<file path="src/sv/spq_pkg.sv">
// Shared types and codes for the stable priority queue.
package spq_pkg;

   localparam int VALUE_WIDTH = 32;
   localparam int PORT_PRIO_WIDTH = 8;
   localparam int OCC_WIDTH = 5;

   localparam logic MODE_INSERT = 1'b0;
   localparam logic MODE_REMOVE = 1'b1;

   typedef enum logic [1:0] {
      ST_INSERTED = 2'd0,
      ST_REMOVED  = 2'd1,
      ST_EMPTY    = 2'd2,
      ST_FULL     = 2'd3
   } spq_status_type;

   // Operation broadcast to every cell of the chain.
   typedef struct packed {
      logic insert;
      logic remove;
   } spq_op_type;

endpackage

</file>
<file path="src/sv/spq_cell.sv">
// One storage cell of the sorted chain: holds an entry and trades it with its neighbors.
module spq_cell import spq_pkg::*; #(
   parameter int PRIORITY_WIDTH = 8
) (
   input  logic                      clock,
   input  logic                      reset,
   input  spq_op_type                op,
   input  logic [VALUE_WIDTH-1:0]    new_value,
   input  logic [PRIORITY_WIDTH-1:0] new_prio,
   input  logic                      left_valid,
   input  logic [VALUE_WIDTH-1:0]    left_value,
   input  logic [PRIORITY_WIDTH-1:0] left_prio,
   input  logic                      left_ge,
   input  logic                      right_valid,
   input  logic [VALUE_WIDTH-1:0]    right_value,
   input  logic [PRIORITY_WIDTH-1:0] right_prio,
   output logic                      valid,
   output logic [VALUE_WIDTH-1:0]    value,
   output logic [PRIORITY_WIDTH-1:0] prio,
   output logic                      ge
);

   logic                      valid_ff, valid_in;
   logic [VALUE_WIDTH-1:0]    value_ff, value_in;
   logic [PRIORITY_WIDTH-1:0] prio_ff, prio_in;

   // Entries are sorted and packed toward the front, so this flag is a
   // thermometer along the chain; the new entry lands at its first zero.
   assign ge = valid_ff && (prio_ff >= new_prio);

   always_comb begin
      valid_in = valid_ff;
      value_in = value_ff;
      prio_in  = prio_ff;
      if (op.insert) begin
         if (!ge) begin
            if (left_ge) begin
               valid_in = 1'b1;
               value_in = new_value;
               prio_in  = new_prio;
            end else begin
               valid_in = left_valid;
               value_in = left_value;
               prio_in  = left_prio;
            end
         end
      end else if (op.remove) begin
         valid_in = right_valid;
         value_in = right_value;
         prio_in  = right_prio;
      end
   end

   always_ff @(posedge clock) begin
      if (reset) begin
         valid_ff <= 1'b0;
      end else begin
         valid_ff <= valid_in;
      end
      value_ff <= value_in;
      prio_ff  <= prio_in;
   end

   assign valid = valid_ff;
   assign value = value_ff;
   assign prio  = prio_ff;

endmodule

</file>
<file path="src/sv/stable_priority_queue_top.sv">
// Top level of the stable priority queue built from a chain of sorting cells.
// Latency: the response is registered and appears in the cycle after its request is accepted.
// Throughput: one request per cycle while rsp_ready drains responses; every cell updates in parallel each cycle.
// While a response waits, a new request is taken only if that response leaves in the same cycle.
// Reset empties the queue and drops any pending response; stored payloads are not cleared.
module stable_priority_queue_top import spq_pkg::*; #(
   parameter int CAPACITY = 16,
   parameter int PRIORITY_WIDTH = 8
) (
   input  logic                              clock,
   input  logic                              reset,
   input  logic                              req_valid,
   output logic                              req_ready,
   input  logic                              req_mode,
   input  logic signed [VALUE_WIDTH-1:0]     req_value,
   input  logic [PORT_PRIO_WIDTH-1:0]        req_priority_req,
   output logic                              rsp_valid,
   input  logic                              rsp_ready,
   output logic [1:0]                        rsp_status,
   output logic signed [VALUE_WIDTH-1:0]     rsp_removed_value,
   output logic [PORT_PRIO_WIDTH-1:0]        rsp_removed_priority,
   output logic [OCC_WIDTH-1:0]              rsp_occupancy
);

   localparam int CW = $clog2(CAPACITY + 1);

   logic                      accept;
   logic                      full;
   logic                      empty;
   spq_op_type                op;
   logic [31:0]               req_prio_ext;
   logic [PRIORITY_WIDTH-1:0] new_prio;
   logic [31:0]               front_prio_ext;
   logic [31:0]               count_ext;

   logic [CW-1:0]             count_ff, count_in;
   logic                      rsp_valid_ff, rsp_valid_in;
   spq_status_type            status_ff, status_in;
   logic [VALUE_WIDTH-1:0]    removed_value_ff, removed_value_in;
   logic [PORT_PRIO_WIDTH-1:0] removed_priority_ff, removed_priority_in;
   logic [OCC_WIDTH-1:0]      occupancy_ff, occupancy_in;

   logic [CAPACITY-1:0]       cell_valid;
   logic [CAPACITY-1:0]       cell_ge;
   logic [VALUE_WIDTH-1:0]    cell_value [CAPACITY];
   logic [PRIORITY_WIDTH-1:0] cell_prio [CAPACITY];

   assign req_ready = !rsp_valid_ff || rsp_ready;
   assign accept    = req_valid && req_ready;
   assign full      = (count_ff == CW'(CAPACITY));
   assign empty     = (count_ff == '0);

   assign op.insert = accept && (req_mode == MODE_INSERT) && !full;
   assign op.remove = accept && (req_mode == MODE_REMOVE) && !empty;

   // Priorities are kept modulo 2^PRIORITY_WIDTH.
   assign req_prio_ext   = 32'(req_priority_req);
   assign new_prio       = req_prio_ext[PRIORITY_WIDTH-1:0];
   assign front_prio_ext = 32'(cell_prio[0]);

   genvar i;
   generate
      for (i = 0; i < CAPACITY; i++) begin : g_cell
         logic                      l_valid;
         logic [VALUE_WIDTH-1:0]    l_value;
         logic [PRIORITY_WIDTH-1:0] l_prio;
         logic                      l_ge;
         logic                      r_valid;
         logic [VALUE_WIDTH-1:0]    r_value;
         logic [PRIORITY_WIDTH-1:0] r_prio;

         if (i == 0) begin : g_front
            // The front cell sees a virtual neighbor that always outranks.
            assign l_valid = 1'b0;
            assign l_value = '0;
            assign l_prio  = '0;
            assign l_ge    = 1'b1;
         end else begin : g_mid_left
            assign l_valid = cell_valid[i-1];
            assign l_value = cell_value[i-1];
            assign l_prio  = cell_prio[i-1];
            assign l_ge    = cell_ge[i-1];
         end

         if (i == CAPACITY - 1) begin : g_back
            assign r_valid = 1'b0;
            assign r_value = '0;
            assign r_prio  = '0;
         end else begin : g_mid_right
            assign r_valid = cell_valid[i+1];
            assign r_value = cell_value[i+1];
            assign r_prio  = cell_prio[i+1];
         end

         spq_cell #(
            .PRIORITY_WIDTH(PRIORITY_WIDTH)
         ) u_cell (
            .clock       (clock),
            .reset       (reset),
            .op          (op),
            .new_value   (req_value),
            .new_prio    (new_prio),
            .left_valid  (l_valid),
            .left_value  (l_value),
            .left_prio   (l_prio),
            .left_ge     (l_ge),
            .right_valid (r_valid),
            .right_value (r_value),
            .right_prio  (r_prio),
            .valid       (cell_valid[i]),
            .value       (cell_value[i]),
            .prio        (cell_prio[i]),
            .ge          (cell_ge[i])
         );
      end
   endgenerate

   always_comb begin
      count_in            = count_ff;
      rsp_valid_in        = rsp_valid_ff;
      status_in           = status_ff;
      removed_value_in    = removed_value_ff;
      removed_priority_in = removed_priority_ff;

      if (op.insert) begin
         count_in = count_ff + CW'(1);
      end else if (op.remove) begin
         count_in = count_ff - CW'(1);
      end

      if (rsp_valid_ff && rsp_ready) begin
         rsp_valid_in = 1'b0;
      end

      if (accept) begin
         rsp_valid_in        = 1'b1;
         removed_value_in    = '0;
         removed_priority_in = '0;
         if (req_mode == MODE_REMOVE) begin
            if (empty) begin
               status_in = ST_EMPTY;
            end else begin
               status_in           = ST_REMOVED;
               removed_value_in    = cell_value[0];
               removed_priority_in = front_prio_ext[PORT_PRIO_WIDTH-1:0];
            end
         end else if (full) begin
            status_in = ST_FULL;
         end else begin
            status_in = ST_INSERTED;
         end
      end
   end

   assign count_ext    = 32'(count_in);
   assign occupancy_in = accept ? count_ext[OCC_WIDTH-1:0] : occupancy_ff;

   always_ff @(posedge clock) begin
      if (reset) begin
         count_ff     <= '0;
         rsp_valid_ff <= 1'b0;
      end else begin
         count_ff     <= count_in;
         rsp_valid_ff <= rsp_valid_in;
      end
      status_ff           <= status_in;
      removed_value_ff    <= removed_value_in;
      removed_priority_ff <= removed_priority_in;
      occupancy_ff        <= occupancy_in;
   end

   assign rsp_valid            = rsp_valid_ff;
   assign rsp_status           = status_ff;
   assign rsp_removed_value    = removed_value_ff;
   assign rsp_removed_priority = removed_priority_ff;
   assign rsp_occupancy        = occupancy_ff;

   a_count_bound: assert property (@(posedge clock) disable iff (reset)
      count_ff <= CW'(CAPACITY))
      else $error("entry count exceeds capacity");

   a_count_matches_cells: assert property (@(posedge clock) disable iff (reset)
      $countones(cell_valid) == 32'(count_ff))
      else $error("occupied cells disagree with entry count");

   a_remove_response: assert property (@(posedge clock) disable iff (reset)
      accept && (req_mode == MODE_REMOVE) && !empty |=>
         rsp_valid_ff && (status_ff == ST_REMOVED))
      else $error("remove from a nonempty queue did not report a removal");

   a_front_sorted: assert property (@(posedge clock) disable iff (reset)
      cell_valid[0] && cell_valid[1] |-> cell_prio[0] >= cell_prio[1])
      else $error("front cells out of order");

   a_empty_front: assert property (@(posedge clock) disable iff (reset)
      empty |-> !cell_valid[0])
      else $error("front cell holds an entry while the queue is empty");

endmodule
</file>
<file path="config.mk">
export PLATFORM = sky130hd
export DESIGN_NAME = stable_priority_queue_top
export DESIGN_NICKNAME = d
export VERILOG_FILES = /design/src/sv/spq_pkg.sv /design/src/sv/spq_cell.sv /design/src/sv/stable_priority_queue_top.sv
export SDC_FILE = /design/constraint.sdc
export NUM_CORES = 1
export LEC_CHECK = 0
export BUFFER_PORTS_ARGS = -buffer_cell sky130_fd_sc_hd__clkbuf_2
export CAP_MARGIN = 20
export CORE_MARGIN = 2
export CORE_UTILIZATION = 67
export CTS_CLUSTER_DIAMETER = 60
export DETAILED_ROUTE_END_ITERATION = 16
export GPL_TIMING_DRIVEN = 0
export PLACE_DENSITY = 0.81
export RECOVER_POWER = 100
export SETUP_SLACK_MARGIN = 0.4
export SLEW_MARGIN = 20
export SYNTH_ARGS = -nofsm -noshare
export SYNTH_HDL_FRONTEND = slang
export SYNTH_SLANG_ARGS = --single-unit
</file>
<file path="constraint.sdc">
create_clock -name clock -period 16.5 [get_ports clock]
set_clock_uncertainty 0.05 [all_clocks]
set_input_delay 4.95 -clock clock [delete_from_list [all_inputs] [get_ports clock]]
set_output_delay 4.95 -clock clock [all_outputs]
set_load 0.005 [all_outputs]
</file>
==> results of run 1 <==
power groups by stage:
stage / Clock, mW / Combinational, mW / Sequential, mW
finish: 1.72 / 0.776 / 2.44
floorplan: 0 / 0.517 / 2.41
CTS: 1.71 / 0.793 / 2.43
global route: 1.78 / 0.846 / 2.46
detailed placement: 0 / 0.783 / 2.46
global placement: 0 / 0.709 / 2.47
path summary, 6_finish.rpt:
| check | from | end | slack, ns | depth (start not counted) |
|---|---|---|---|---|
| setup / recovery | rsp_ready | g_cell[0].u_cell.value[9]$_DFFE_PP_ | 5.78 | 11 |
| hold / removal | g_cell[15].u_cell.value[0]$_SDFFCE_PN0P_ | g_cell[14].u_cell.value[0]$_DFFE_PP_ | 0.50 | 2 |
| setup reg to reg | count_ff[0]$_SDFF_PP0_ | g_cell[0].u_cell.value[9]$_DFFE_PP_ | 9.53 | 11 |
| hold reg to reg | g_cell[15].u_cell.value[0]$_SDFFCE_PN0P_ | g_cell[14].u_cell.value[0]$_DFFE_PP_ | 0.50 | 2 |
registers in the layout, indices dropped and copies added, names as in the netlist:
signal and count:
count_ff 5, g_cell.u_cell.prio 128, rsp_removed_priority 8, g_cell.u_cell.value 512, rsp_status 2, rsp_valid 1
rsp_removed_value 32, g_cell.u_cell.valid 16, rsp_occupancy 5
cells in the mapped netlist (2+ instances only):
cell,instances,area share (%)
xnor2_1,2,0.048
xor2_1,2,0.048
o22ai_1,2,0.034
a21o_1,17,0.35
nor2_1,23,0.24
a21oi_1,10,0.14
buf_1,14,0.14
o21ai_0,33,0.46
nor3_1,3,0.041
a22oi_2,12,0.41
nor2b_1,3,0.052
a22oi_1,3,0.062
o211ai_1,547,11
buf_4,3,0.062
nand2b_1,2,0.034
o2111a_1,14,0.43
clkbuf_1,157,1.6
and2_1,4,0.069
dfxtp_1,22,1.2
nor3b_1,15,0.31
a221o_1,14,0.39
buf_2,135,1.9
o21ba_2,5,0.14
ha_1,130,4.5
inv_1,29,0.30
mux2i_1,40,1.1
nand4b_1,3,0.072
edfxtp_1,687,57
nand2_1,742,7.7
nand3_1,563,7.8
and3_1,55,0.95
o21ba_1,8,0.22
o221ai_1,28,0.68
routing by layer:
layer | track usage (%) | wire, um | up-vias
li1 | - | - | 13100
met1 | 52.8 | 41700 | 14700
met2 | 64.3 | 52500 | 2032
met3 | 5.82 | 11500 | 317
met4 | 19.6 | 5800 | 0
met5 | 0 | 0 | -
through the flow:
stage	power, mW	utilization (%)	hold slack [ns]	std cells	cell area (um^2)
after global placement	3.18	70.1	0.480	4132	37600
after detailed placement	3.25	70.8	0.486	4149	38000
after global routing	5.08	74.3	0.507	4286	39900
after floorplan	2.93	-	0.457	3343	36300
after CTS	4.93	75.3	0.499	4286	40500
final	4.94	74.3	0.501	4286	39900
cells by family after synthesis:
| family | Yosys count |
|---|---|
| AO/OA/AOI/OAI | 698 |
| AND/OR/NAND/NOR | 1421 |
| flip-flops | 709 |
| XOR/XNOR | 4 |
| buffers and inverters | 341 |
| adder cells (fa/ha/maj) | 130 |
| multiplexers | 40 |
worst register-to-register path: stages, from the launching register on:
cell and delay [ns]:
dfxtp_1 0.40, inv_1 0.10, ha_1 0.26, or3b_1 0.25
nor2_1 0.09, nor3_1 1.25, clkbuf_1 0.65, clkbuf_1 0.81
clkbuf_1 0.71, nand2_1 0.11, nand2_1 0.44, clkbuf_1 1.43
area by class of cell:
type	instances	area (um^2)	area share (%)
multi-input combinational	2293	13700	34.3
tap	696	871	2.18
clock inverter	40	429	1.08
clock buffer	97	2000	5.02
buffer	310	1220	3.05
sequential	709	21100	52.8
inverter	31	116	0.292
timing repair buffer	110	510	1.28
==> reports/qor.csv, run 1 <==
metric,value,unit
CTS buffer count,75,
Sequential Power Share,49.5,%
internal power,3.52,mW
clk sinks,709,
MaxCap Viol Count,16,
Worst Tran Pin Value,2.41,ns
post-synthesis compound-gate area fraction,14.7,%
GPL Wtd Cong,0.909,
pin count of the biggest net entering global routing,41,
status,"finished, violations left",
most frequent cells in the layout,"nand2_1, edfxtp_1, nand3_1",
clock power share,34.8,%
"commonest non-fill, non-tap cell in the layout",nand2_1,
DRC violations left,0,
postcts setup bufs,0,
ys flop type,edfxtp_1,
routed len/inst,26.0,um
accumulated negative setup slack,0,ns
Post-synth EDFFs,687,
Top Family by Delay on Critical Path,buffers and inverters,
synthesized cell area,36300,um^2
PnR worst setup slack,5.78,ns
# IOs,94,
Initial Util,67.6,%
"wirelength, routed",111000,um
multiplexer area fraction after synthesis,1.10,%
Rows,85,
gr ovfl total,0,
critical-path maximum fanout,31,
initial antenna violation count,0,
die height,237,um
Root Buffer,clkbuf_16,
Psw,1.42,mW
Layout Nets,3705,
vias per inst,7.05,
Filler cells,3757,
"Seq/Total Area, Yosys",58.1,%
DRT Pass-1 Iters,6,
synth warn,0,
RSZ-0062 raised after global routing,no,
Pwr per Cell Area,124,nW/um^2
Worst-path clk slew,0.06,ns
drt initial violations,4000,
Pleak,14.6,nW
crit-path cells,"clkbuf_2, nor2b_1, inv_1, nand2_1, nor3_1, clkbuf_1, clkbuf_1, clkbuf_1, nand2_1, nand2_1, clkbuf_1",
Max Slew Vio Count,548,
die width,237,um
Post-CTS Resized,0,
synthesized flop and latch total,709,
Post-CTS Hold Fix Bufs,0,
ys async rst share,0,%
Sw Share,28.7,%
CP max stage delay,1.42,ns
area grow syn2layout,9.97,%
DPL Wire Length,83500,um
Fmax,0.0933,GHz
Worst EP required,16.66,ns
Startpoint Class,primary input,
Max Root-Sink Buffers,3,
slowest CP cell,clkbuf_1,
Total GRT Usage,39.6,%
net count of the mapped netlist,3518,
Post-Syn Instances,3343,
Buf/Inv on CP,6,
die area,56000,um^2
layout cells sized above 1,6.49,%
Yosys cell types,49,
failing checks,"capacitance limit, slew limit",
worst skew pair latency,0.63,ns
Post-Synth Adder-Cell Area,4.48,%
post-route minimum period,10.72,ns
Worst path most repeated cell,clkbuf_1,
via count,30200,
pre-CTS WS,6.09,ns
largest family of logic cells by synthesized area,simple AND/OR/NAND/NOR gates,
final hold vios,0,
antenna-violating nets left,0,
H-tree depth,3,
Gate power share,15.7,%
CP Class,in2reg,
worst path arrival time,10.88,ns
period utilization,65.0,%
vias in the first global route,30600,
Peak VDD IR,0.000100,V
final setup vio count,0,
Synth Area in XOR/XNOR,0.0965,%
Simple-Gate Fraction of Synth Area,17.5,%
min-delay worst type,reg2reg,
PortBufs,93,
Mapped Avg Cell Area,10.9,um^2
core area,53700,um^2
antenna diode count,0,
CTS tree,yes,
crit end category,register,
global-route wire length before repair,170000,um
slew margin rel.,-60.8,%
(Power assumes the default switching activity.)
==> inputs of run 2 (changes only) <==
Settings changed: CORE_UTILIZATION 67 to 63, PLACE_DENSITY 0.81 to 0.76.
Clock period 16.5 ns to 11.2 ns, I/O delays scaled along.
==> run 2 against run 1 <==
  * The run still ends with capacitance limit, slew limit left
  * Register-to-register slack worse by 5.1 ns
  * Critical endpoint is now g_cell[0].u_cell.value[16]$_DFFE_PP_
  * Die area is 6.2% higher
  * Flip-flop and latch count stayed put
  * Final area is 0.19% higher
  * Sequential power is 48% higher
  * Largest cell class unchanged
  * Via count is 1.7% lower
==> reports/qor.csv, run 2 (synthesis results as in run 1) <==
metric,value,unit,change
status,"finished, violations left",,
failing checks,"capacitance limit, slew limit",,
antenna diode count,0,,unchanged
Worst Tran Pin Value,2.45,ns,+0.0405 ns
dpl cells,4209,,+1.4%
area of the multi-input gates,13700,um^2,-0.11%
GPL Wtd Cong,0.935,,+2.8%
slew margin rel.,-63.5,%,-2.7 points
initial antenna violation count,1,,+1
global-route wire length before repair,170000,um,about the same
Sw Share,28.6,%,-0.057 points
pin count of the biggest net entering global routing,41,,unchanged
Gate power share,15.7,%,about the same
final setup vio count,0,,unchanged
Initial Util,64.0,%,-3.6 points
CTS buffer count,76,,+1.3%
post-route insts no fill,4345,,+1.4%
clock power share,34.5,%,-0.3 points
die height,244,um,+3.1%
FF+latch area,21100,um^2,unchanged
routed len/inst,25.7,um,-1.2%
MaxCap Viol Count,17,,+1
Post-CTS Resized,0,,unchanged
RSZ-0062 raised after global routing,no,,
Filler cells,4182,,+11%
"wirelength, routed",112000,um,+0.12%
drt initial violations,3568,,-11%
postcts setup bufs,0,,unchanged
Sequential Power Share,49.8,%,+0.3 points
worst path arrival time,9.13,ns,-1.75 ns
die area,59500,um^2,+6.2%
Fmax,0.111,GHz,
H-tree depth,3,,unchanged
layout cells sized above 1,7.44,%,+0.95 points
critical-path maximum fanout,34,,+9.7%
Rows,87,,+2.4%
Final Core Density,70.5,%,-3.8 points
Pleak,14.8,nW,+0.90%
Worst EP required,11.35,ns,-5.31 ns
Total GRT Usage,37.3,%,-2.3 points
max reg flops,512,,unchanged
Psw,2.07,mW,+46%
vias per inst,6.83,,-3.0%
clk sinks,709,,unchanged
CP Class,in2reg,,
area grow syn2layout,10.2,%,
crit end category,register,,
accumulated negative setup slack,0,ns,unchanged
Root Buffer,clkbuf_16,,
most frequent cells in the layout,"nand2_1, edfxtp_1, nand3_1",,
Startpoint Class,primary input,,
PortBufs,93,,unchanged
DRT Pass-1 Iters,7,,+1
Peak VDD IR,0.000120,V,+20%
slowest CP cell,clkbuf_1,,
CP max stage delay,1.47,ns,+0.05 ns
"commonest non-fill, non-tap cell in the layout",nand2_1,,
via count,29700,,-1.7%
Worst-path clk slew,0.06,ns,about the same
DPL Wire Length,84600,um,+1.4%
DRC violations left,0,,unchanged
post-route minimum period,8.98,ns,
core area,56700,um^2,+5.6%
worst skew pair latency,0.63,ns,about the same
min-delay worst type,reg2reg,,
internal power,5.16,mW,+46%
CTS tree,yes,,
Layout Nets,3707,,+0.054%
final hold vios,0,,unchanged
antenna-violating nets left,0,,unchanged
period utilization,80.2,%,
vias in the first global route,30600,,-0.042%
Pwr per Cell Area,181,nW/um^2,+46%
die width,244,um,+3.1%
Max Slew Vio Count,580,,+5.8%
gr ovfl total,0,,unchanged
Post-CTS Hold Fix Bufs,0,,unchanged
Worst path most repeated cell,clkbuf_1,,
crit-path cells,"clkbuf_2, nor2b_1, inv_1, nand2_1, nor3_1, clkbuf_1, clkbuf_1, clkbuf_1, nand2_1, nand2_1, clkbuf_1",,
Max Root-Sink Buffers,3,,unchanged
# IOs,94,,unchanged
-- run 2: cell types whose count changed in the layout (fill, tap and decap cells not counted), moves of 3 or more --
| cell | previous run | this run |
|---|---|---|
| a22oi_1 | 12 | 15 |
| bufinv_16 | 8 | 4 |
| clkbuf_16 | 77 | 81 |
| a22oi_2 | 3 | 0 |
| buf_2 | 41 | 78 |
| clkbuf_1 | 307 | 267 |
-- run 2: power groups by stage --
stage               registers [mW]  clock network [mW]  logic [mW]
detailed placement            3.63                   0        1.15
global route                  3.62                2.58        1.25
CTS                           3.58                2.49        1.16
finish                        3.60                2.49        1.13
floorplan                     3.55                   0       0.762
global placement              3.64                   0        1.05
-- run 2: final cells by class --
type                       count  area share [%]
buffer                       310            3.16
clock buffer                  97            5.27
tap                          756            2.37
inverter                      31           0.291
clock inverter                38           0.735
sequential                   709            52.7
timing repair buffer         111            1.28
multi-input combinational   2293            34.2
-- run 2: routing by layer --
metal	global-route usage (%)	up-vias	wire length (um)
li1	-	13100	-
met1	50.2	14600	43400
met2	60.4	1668	53000
met3	4.94	286	9800
met4	18.2	0	5380
met5	0	-	0
-- run 2: final timing paths --
kind / startpoint / endpoint / slack, ns / depth (start not counted)
worst min-delay path: g_cell[15].u_cell.value[2]$_SDFFCE_PN0P_ / g_cell[14].u_cell.value[2]$_DFFE_PP_ / 0.50 / 2
worst max-delay path: rsp_ready / g_cell[0].u_cell.value[16]$_DFFE_PP_ / 2.22 / 11
worst min register to register: g_cell[15].u_cell.value[2]$_SDFFCE_PN0P_ / g_cell[14].u_cell.value[2]$_DFFE_PP_ / 0.50 / 2
worst max register to register: count_ff[0]$_SDFF_PP0_ / g_cell[0].u_cell.value[16]$_DFFE_PP_ / 4.38 / 11
-- run 2: critical path, delay by kind of cell --
family / cells / cell delay (ns)
buffers and inverters: 6 / 3.80
and+or+nand+nor: 5 / 1.90
-- run 2: metrics by stage --
| stage | instance area [um^2] | power (mW) | setup slack (ns) | hold WS (ns) |
|---|---|---|---|---|
| floorplan | 36300 | 4.31 | 3.32 | 0.457 |
| global placement | 37700 | 4.69 | 0.611 | 0.481 |
| detailed placement | 38100 | 4.78 | 3.94 | 0.482 |
| CTS | 40500 | 7.23 | 3.95 | 0.504 |
| global route | 40000 | 7.46 | 2.15 | 0.522 |
| finish | 40000 | 7.23 | 2.22 | 0.497 |
